$ cat config.mk
export PLATFORM = sky130hd
export DESIGN_NAME = sprite_frame_sequencer
export DESIGN_NICKNAME = d
export VERILOG_FILES = /design/src/hdl/sfs_pkg.sv /design/src/hdl/sfs_ram.sv /design/src/hdl/sfs_adv.sv /design/src/hdl/sfs_ofifo.sv /design/src/hdl/sprite_frame_sequencer.sv
export SDC_FILE = /design/constraint.sdc
export NUM_CORES = 2
export LEC_CHECK = 0
export BUFFER_PORTS_ARGS = -buffer_cell sky130_fd_sc_hd__buf_2
export CAP_MARGIN = 20
export CORE_MARGIN = 2
export CORE_UTILIZATION = 53
export DETAILED_ROUTE_END_ITERATION = 7
export PLACE_DENSITY_LB_ADDON = 0.08
export SLEW_MARGIN = 40
export SYNTH_ARGS = -nofsm -noshare
export SYNTH_HDL_FRONTEND = slang
export SYNTH_SLANG_ARGS = --single-unit
$ cat constraint.sdc
create_clock -name clk_i -period 20.5 [get_ports clk_i]
set_clock_uncertainty 0.15 [all_clocks]
set_input_delay 1.025 -clock clk_i [delete_from_list [all_inputs] [get_ports clk_i]]
set_output_delay 1.025 -clock clk_i [all_outputs]
set_load 0.05 [all_outputs]
$ cat src/hdl/sfs_pkg.sv
// shared types and constants of the sprite frame sequencer
package sfs_pkg;

  localparam int unsigned BOUNCE_W = 7;
  localparam int unsigned FRAME_OUT_W = 6;

  localparam logic [BOUNCE_W-1:0] BOUNCE_OFF = 7'h7f;

  typedef enum logic [1:0] {
    OP_TICK    = 2'd0,
    OP_APPEND  = 2'd1,
    OP_RESTART = 2'd2,
    OP_NOP     = 2'd3
  } op_e;

  localparam logic [1:0] MODE_ONCE     = 2'd0;
  localparam logic [1:0] MODE_REPEAT   = 2'd1;
  localparam logic [1:0] MODE_PINGPONG = 2'd2;

  typedef struct packed {
    logic [FRAME_OUT_W-1:0] frame_index;
    logic                   running;
    logic                   append_dropped;
  } sfs_res_t;

endpackage

$ cat src/hdl/sfs_ram.sv
// generic simple dual-port ram with registered read
module sfs_ram #(
  parameter int unsigned WIDTH = 16,
  parameter int unsigned DEPTH = 64
) (
  input  logic                     clk_i,
  input  logic                     we_i,
  input  logic [$clog2(DEPTH)-1:0] waddr_i,
  input  logic [WIDTH-1:0]         wdata_i,
  input  logic [$clog2(DEPTH)-1:0] raddr_i,
  output logic [WIDTH-1:0]         rdata_o
);

  logic [WIDTH-1:0] mem_q [DEPTH];

  always_ff @(posedge clk_i) begin
    if (we_i) begin
      mem_q[waddr_i] <= wdata_i;
    end
    rdata_o <= mem_q[raddr_i];
  end

endmodule

$ cat src/hdl/sfs_adv.sv
// frame step with end rules of the play modes
module sfs_adv #(
  parameter int unsigned FW = 6,
  parameter int unsigned CW = 7
) (
  input  logic [FW-1:0]                  cur_i,
  input  logic [CW-1:0]                  count_i,
  input  logic                           back_i,
  input  logic [1:0]                     mode_i,
  input  logic [sfs_pkg::BOUNCE_W-1:0]   bounce_i,
  output logic [FW-1:0]                  next_o,
  output logic                           back_o,
  output logic                           stop_o
);

  import sfs_pkg::*;

  localparam int unsigned NW = (FW + 2 > BOUNCE_W + 1) ? FW + 2 : BOUNCE_W + 1;

  logic signed [NW-1:0] nxt;
  logic signed [NW-1:0] last;
  logic signed [NW-1:0] bnc;
  logic signed [NW-1:0] res;

  always_comb begin
    nxt    = back_i ? $signed(NW'(cur_i)) - NW'(1) : $signed(NW'(cur_i)) + NW'(1);
    last   = $signed(NW'(count_i)) - NW'(1);
    bnc    = NW'($signed(bounce_i));
    res    = nxt;
    back_o = back_i;
    stop_o = 1'b0;
    if (mode_i == MODE_PINGPONG) begin
      if (nxt <= 0) begin
        res    = '0;
        back_o = ~back_i;
      end else if (nxt >= last) begin
        res    = last;
        back_o = ~back_i;
      end else if (nxt == bnc) begin
        back_o = ~back_i;
      end
    end else if (nxt < 0) begin
      res = '0;
    end else if (nxt > last || nxt == bnc) begin
      if (mode_i == MODE_REPEAT) begin
        res = '0;
      end else begin
        res    = nxt - NW'(1);
        stop_o = 1'b1;
      end
    end
    next_o = res[FW-1:0];
  end

endmodule

$ cat src/hdl/sfs_ofifo.sv
// two-entry result queue on the output side
module sfs_ofifo (
  input  logic              clk_i,
  input  logic              rst_ni,
  input  logic              push_i,
  input  sfs_pkg::sfs_res_t data_i,
  input  logic              pop_i,
  output logic              valid_o,
  output logic              full_o,
  output sfs_pkg::sfs_res_t data_o
);

  import sfs_pkg::*;

  sfs_res_t   mem_q [2];
  logic       wp_q, wp_d;
  logic       rp_q, rp_d;
  logic [1:0] cnt_q, cnt_d;

  always_comb begin
    wp_d  = push_i ? ~wp_q : wp_q;
    rp_d  = pop_i ? ~rp_q : rp_q;
    cnt_d = cnt_q + {1'b0, push_i} - {1'b0, pop_i};
  end

  always_ff @(posedge clk_i or negedge rst_ni) begin
    if (!rst_ni) begin
      wp_q  <= 1'b0;
      rp_q  <= 1'b0;
      cnt_q <= 2'd0;
    end else begin
      wp_q  <= wp_d;
      rp_q  <= rp_d;
      cnt_q <= cnt_d;
    end
  end

  always_ff @(posedge clk_i) begin
    if (push_i) begin
      mem_q[wp_q] <= data_i;
    end
  end

  assign valid_o = (cnt_q != 2'd0);
  assign full_o  = (cnt_q == 2'd2);
  assign data_o  = mem_q[rp_q];

endmodule

$ cat src/hdl/sprite_frame_sequencer.sv
// top level of the sprite frame sequencer
//
//  channel  direction  handshake               payload
//  in       input      in_valid_i / in_stall_o  opcode_i, time_value_i, play_mode_in_i
//  out      output     out_valid_o / out_stall_i frame_index_o, running_o, append_dropped_o
//  cfg      input      cfg_valid_i / cfg_ready_o cfg_data_i (bounce frame)
//
// a tick that steps the frame and a restart pass through the load state,
// which waits on the delay table read of the new frame
// the delay of the current frame is held in a register beside the table
// reset clears control state only, the delay table needs no clearing pass
// results queue in two entries; input stalls in the load cycle and while both are taken
module sprite_frame_sequencer #(
  parameter int unsigned MAX_FRAMES = 64,
  parameter int unsigned TIME_BITS  = 16
) (
  input  logic                         clk_i,
  input  logic                         rst_ni,
  input  logic                         in_valid_i,
  output logic                         in_stall_o,
  input  logic [1:0]                   opcode_i,
  input  logic [15:0]                  time_value_i,
  input  logic [1:0]                   play_mode_in_i,
  output logic                         out_valid_o,
  input  logic                         out_stall_i,
  output logic [5:0]                   frame_index_o,
  output logic                         running_o,
  output logic                         append_dropped_o,
  input  logic                         cfg_valid_i,
  output logic                         cfg_ready_o,
  input  logic [sfs_pkg::BOUNCE_W-1:0] cfg_data_i
);

  import sfs_pkg::*;

  localparam int unsigned FW = $clog2(MAX_FRAMES);
  localparam int unsigned CW = $clog2(MAX_FRAMES + 1);
  localparam int unsigned AW = TIME_BITS + 2;

  typedef enum logic {
    ST_IDLE,
    ST_LOAD
  } st_e;

  st_e                   st_q, st_d;
  logic                  sub_q, sub_d;
  logic signed [AW-1:0]  el_q, el_d;
  logic [FW-1:0]         cur_q, cur_d;
  logic [CW-1:0]         fc_q, fc_d;
  logic                  back_q, back_d;
  logic                  run_q, run_d;
  logic [1:0]            mode_q, mode_d;
  logic [TIME_BITS-1:0]  dly_q, dly_d;
  logic [BOUNCE_W-1:0]   bnc_q;

  logic                  acc;
  logic                  fifo_full;
  logic                  fifo_pop;
  sfs_res_t              res;
  sfs_res_t              res_out;
  logic [TIME_BITS-1:0]  tv;
  logic                  tick_go;
  logic                  adv;
  logic                  room;
  logic signed [AW:0]    sum;
  logic signed [AW-1:0]  el_add;
  logic signed [AW:0]    diff;
  logic signed [AW-1:0]  el_sub;
  logic                  ram_we;
  logic [FW-1:0]         ram_raddr;
  logic [TIME_BITS-1:0]  ram_rdata;
  logic [FW-1:0]         adv_next;
  logic                  adv_back;
  logic                  adv_stop;

  assign tv          = TIME_BITS'(time_value_i);
  assign in_stall_o  = (st_q != ST_IDLE) || fifo_full;
  assign acc         = in_valid_i && !in_stall_o;
  assign cfg_ready_o = 1'b1;
  assign room        = (fc_q < CW'(MAX_FRAMES));
  assign fifo_pop    = out_valid_o && !out_stall_i;

  // saturating add of elapsed time and saturating subtract of the loaded frame delay
  always_comb begin
    sum = $signed({el_q[AW-1], el_q}) + $signed((AW + 1)'(tv));
    if (sum[AW] != sum[AW-1]) begin
      el_add = sum[AW] ? {1'b1, {(AW - 1){1'b0}}} : {1'b0, {(AW - 1){1'b1}}};
    end else begin
      el_add = sum[AW-1:0];
    end
    diff = $signed({el_q[AW-1], el_q}) - $signed((AW + 1)'(ram_rdata));
    if (diff[AW] != diff[AW-1]) begin
      el_sub = diff[AW] ? {1'b1, {(AW - 1){1'b0}}} : {1'b0, {(AW - 1){1'b1}}};
    end else begin
      el_sub = diff[AW-1:0];
    end
  end

  sfs_adv #(
    .FW (FW),
    .CW (CW)
  ) u_adv (
    .cur_i    (cur_q),
    .count_i  (fc_q),
    .back_i   (back_q),
    .mode_i   (mode_q),
    .bounce_i (bnc_q),
    .next_o   (adv_next),
    .back_o   (adv_back),
    .stop_o   (adv_stop)
  );

  always_comb begin
    st_d    = st_q;
    sub_d   = sub_q;
    el_d    = el_q;
    cur_d   = cur_q;
    fc_d    = fc_q;
    back_d  = back_q;
    run_d   = run_q;
    mode_d  = mode_q;
    dly_d   = dly_q;
    tick_go = 1'b0;
    adv     = 1'b0;
    ram_we  = 1'b0;
    ram_raddr = '0;
    res.append_dropped = 1'b0;

    if (st_q == ST_LOAD) begin
      dly_d = ram_rdata;
      st_d  = ST_IDLE;
      if (sub_q) begin
        el_d = el_sub;
      end
    end

    if (acc) begin
      case (op_e'(opcode_i))
        OP_TICK: begin
          tick_go = run_q && (fc_q != '0) && (CW'(cur_q) < fc_q);
          if (tick_go) begin
            el_d = el_add;
            adv  = (el_add > $signed(AW'(dly_q)));
          end
          if (adv) begin
            cur_d     = adv_next;
            back_d    = adv_back;
            run_d     = run_q && !adv_stop;
            ram_raddr = adv_next;
            st_d      = ST_LOAD;
            sub_d     = 1'b1;
          end
        end
        OP_APPEND: begin
          if (room) begin
            ram_we = 1'b1;
            fc_d   = fc_q + CW'(1);
            if (fc_q == CW'(cur_q)) begin
              dly_d = tv;
            end
          end else begin
            res.append_dropped = 1'b1;
          end
        end
        OP_RESTART: begin
          mode_d    = play_mode_in_i;
          cur_d     = '0;
          back_d    = 1'b0;
          run_d     = 1'b1;
          ram_raddr = '0;
          st_d      = ST_LOAD;
          sub_d     = 1'b0;
        end
        default: begin
        end
      endcase
    end

    res.frame_index = FRAME_OUT_W'(cur_d);
    res.running     = run_d;
  end

  always_ff @(posedge clk_i or negedge rst_ni) begin
    if (!rst_ni) begin
      st_q   <= ST_IDLE;
      sub_q  <= 1'b0;
      el_q   <= '0;
      cur_q  <= '0;
      fc_q   <= '0;
      back_q <= 1'b0;
      run_q  <= 1'b0;
      mode_q <= MODE_ONCE;
      bnc_q  <= BOUNCE_OFF;
    end else begin
      st_q   <= st_d;
      sub_q  <= sub_d;
      el_q   <= el_d;
      cur_q  <= cur_d;
      fc_q   <= fc_d;
      back_q <= back_d;
      run_q  <= run_d;
      mode_q <= mode_d;
      if (cfg_valid_i && cfg_ready_o) begin
        bnc_q <= cfg_data_i;
      end
    end
  end

  always_ff @(posedge clk_i) begin
    dly_q <= dly_d;
  end

  sfs_ram #(
    .WIDTH (TIME_BITS),
    .DEPTH (MAX_FRAMES)
  ) u_ram (
    .clk_i   (clk_i),
    .we_i    (ram_we),
    .waddr_i (fc_q[FW-1:0]),
    .wdata_i (tv),
    .raddr_i (ram_raddr),
    .rdata_o (ram_rdata)
  );

  sfs_ofifo u_ofifo (
    .clk_i   (clk_i),
    .rst_ni  (rst_ni),
    .push_i  (acc),
    .data_i  (res),
    .pop_i   (fifo_pop),
    .valid_o (out_valid_o),
    .full_o  (fifo_full),
    .data_o  (res_out)
  );

  assign frame_index_o    = res_out.frame_index;
  assign running_o        = res_out.running;
  assign append_dropped_o = res_out.append_dropped;

endmodule

==> metrics.csv <==
stage,metric,value,unit
floorplan,ios,43,
global_routing,grt_usage,0.329,
synth,synthDistinctLibCells,89,
setup_path,endpoint_kind,flip-flop,
status,status,"complete, no violations",
setup_path,cp_slowest_stage_delay,0.80,ns
synth,synth_cells,3763,
setup_path,reg2regPathDepth,27,
timing,period_needed,10.71,ns
clocking,htreeDepth,3,
placement,portBuffers,41,
clocking,clock_sinks,1120,
timing,relSlewSlack,0.375,
min_path,hold_path.class,input pin to asynchronous set/reset pin,
route,dr.pass1.iters,6,
job,drv_cap,0,
synth,synth_edf_count,1040,
synth,synth-seq-cells,1120,
route,drt_iter0_drc,4360,
clocking,cts.repair.resized,0,
pwr,power_density,148,nW/um^2
setup_path,rr_startpoint,el_q[0]$_DFF_PN0_,
clocking,cts-root-buf,clkbuf_16,
setup_path,regToRegSetupSlack,10.30,ns
setup_path,path_class,input pin to flip-flop,
synth,syn_area_per_cell,12.8,um^2
setup_path,crit_start,time_value_i[0],
timing,rsz0062_at_grt,no,
final_layout,final_cells,5097,
clocking,tritoncts,built,
synth,synth_area,48100,um^2
timing,worst_slew_pin_slew,0.937,ns
final_layout,final.fill_count,7187,
timing,final-hold-violation-count,0,
pwr,vdd_ir_drop_max,322,uV
timing,post-route-period-util,0.522,
final_layout,layout-drive-gt1-share,0.127,
final_layout,nets,3934,
global_routing,grt_pass1_wl,223000,um
placement,gp_congestion,0.890,
route,num_vias,33000,
floorplan,die_area,93200,um^2
route,antenna_left,0,
global_routing,overflow,0,
timing,finalSetupTns,0,ns
clocking,clockBufferDepth,3,
final_layout,regArea,33100,um^2
final_layout,mostFrequentLayoutCell,edfxtp_1,
route,via_per_inst,6.48,
final_layout,layout_common_cells,"1040 x edfxtp_1, 806 x nand2_1, 156 x a21oi_1, 154 x nand3_1, 148 x nor2_1",
timing,fmax,93.4,MHz
setup_path,cp_max_fo,122,
synth,synth_fp_nets,3870,
route,drc,0,
floorplan,core,90000,um^2
synth,synth-main-ff-cell,edfxtp_1,
clocking,cts_buffers,115,
clocking,path_clk_slew,0.06,ns
floorplan,start_util,0.534,
placement,place_inst,4883,
final_layout,area_growth,12.0,%
global_routing,grt_max_degree,152,
placement,dp_hpwl,93400,um
floorplan,die_height,305,um
setup_path,cp_common_cell,buf_4,
synth,async_reset_ff_frac,0.0429,
global_routing,grt_pass1_vias,31200,
setup_path,worstReg2RegEnd,u_ram.rdata_o[13]$_DFF_P_,
setup_path,critPathCapture,u_ram.rdata_o[13]$_DFF_P_,
setup_path,cp-start-kind,input pin,
setup_path,arrival,11.16,ns
floorplan,rows,110,
clocking,cts_setup_buffers,0,
timing,setup_viol,0,
setup_path,slowest_stage,a211oi_1,
synth,ys_warn_count,0,
setup_path,cp.required,20.96,ns
global_routing,antenna_found_initial,10,
route,totalWireLength,155000,um
route,wl_per_cell,30.4,um
final_layout,multi_input_area,13800,um^2
clocking,clk_latency,0.73,ns
timing,drv_slew,0,
floorplan,chipWidth,305,um
synth,ys_seq_area_frac,0.688,
pwr,leakage,19.2,nW
clocking,cts_hold_buf,0,
-- state kept, by name, indices dropped and copies added (netlist names), 2 cells and up --
name and cells:
u_ram.mem_q 1024, bnc_q 7, u_ofifo.mem_q 16, fc_q 7
dly_q 16, mode_q 2, u_ram.rdata_o 16, u_ofifo.cnt_q 2
cur_q 6, el_q 18
-- metrics by stage --
step	setup WS [ns]	hold slack [ns]	cell area, um^2	total power, mW	util
after floorplan	12.94	0.296	48100	4.83	-
after global placement	8.73	0.318	49800	5.80	0.553
after detailed placement	9.12	0.319	50000	5.82	0.555
after CTS	9.82	0.314	53800	7.94	0.598
after global routing	9.17	0.345	53900	8.33	0.599
final	9.79	0.314	53900	7.97	0.599
-- power by group --
part / switching, mW / leakage (nW) / total (mW) / internal, mW
Clock: 0.894 / 1.87 / 2.14 / 1.24
Combinational: 2.15 / 7.16 / 3.12 / 0.971
Sequential: 0.127 / 10.2 / 2.72 / 2.59
-- layer usage --
metal,GRT usage,share of wire,up-vias
met4,0.128,0.043,12
met1,0.450,0.39,16500
met5,0,0.00054,-
li1,-,-,14300
met3,0.0678,0.11,353
met2,0.522,0.46,1864
-- how the worst min path moves through the flow --
stage / startpoint / end / slack [ns] / cells after the start
2_1_floorplan: u_ofifo.cnt_q[1]$_DFF_PN0_ / u_ofifo.cnt_q[1]$_DFF_PN0_ / 0.30 / 1
3_3_place_gp: u_ofifo.cnt_q[1]$_DFF_PN0_ / u_ofifo.cnt_q[1]$_DFF_PN0_ / 0.32 / 1
3_5_place_dp: u_ofifo.cnt_q[1]$_DFF_PN0_ / u_ofifo.cnt_q[1]$_DFF_PN0_ / 0.32 / 1
4_1_cts: rst_ni / cur_q[2]$_DFF_PN0_ / 0.31 / 2
5_1_grt: rst_ni / cur_q[4]$_DFF_PN0_ / 0.35 / 2
6_report: rst_ni / cur_q[2]$_DFF_PN0_ / 0.31 / 2
-- cells in the mapped netlist (50+ instances only) --
cell,instances,area (um^2)
a211oi_1,50,375
a31oi_1,133,832
mux2_2,78,878
nand2_1,807,3030
inv_1,80,300
nand3_1,158,791
ha_1,73,913
nor2_1,152,571
clkbuf_1,89,334
buf_2,106,531
edfxtp_1,1040,31200
o21ai_0,134,671
and3_1,55,344
a21oi_1,160,801
-- kinds of logic (layout without fill, tap and decap cells) --
group	Yosys count	in the layout	synth area share
adders and majority gates	75	75	0.0198
xor gates and xnor gates	47	47	0.00884
and+or+nand+nor	1324	1324	0.119
buffers and inverters	318	474	0.0303
other	1	3	0.0000780
AOI/OAI and AO/OA	755	755	0.106
muxes	123	123	0.0276
DFF	1120	1120	0.688
-- layout make-up --
cell class	count	share of cell area
tap	1176	0.0273
clock buffer	150	0.0575
multi-input combinational	2325	0.255
antenna	2	0.0000929
sequential	1120	0.614
clock inverter	59	0.0139
timing repair buffer	183	0.0261
inverter	82	0.00574
-- worst max-delay path, delay by kind of cell --
family / cells / cell delay [ns]
buffers and inverters: 6 / 2.25
AO/OA/AOI/OAI: 17 / 5.02
adder cells (fa/ha/maj): 4 / 1.86
AND/OR/NAND/NOR: 2 / 0.77
Note: power is estimated with default switching activity, not from simulation.
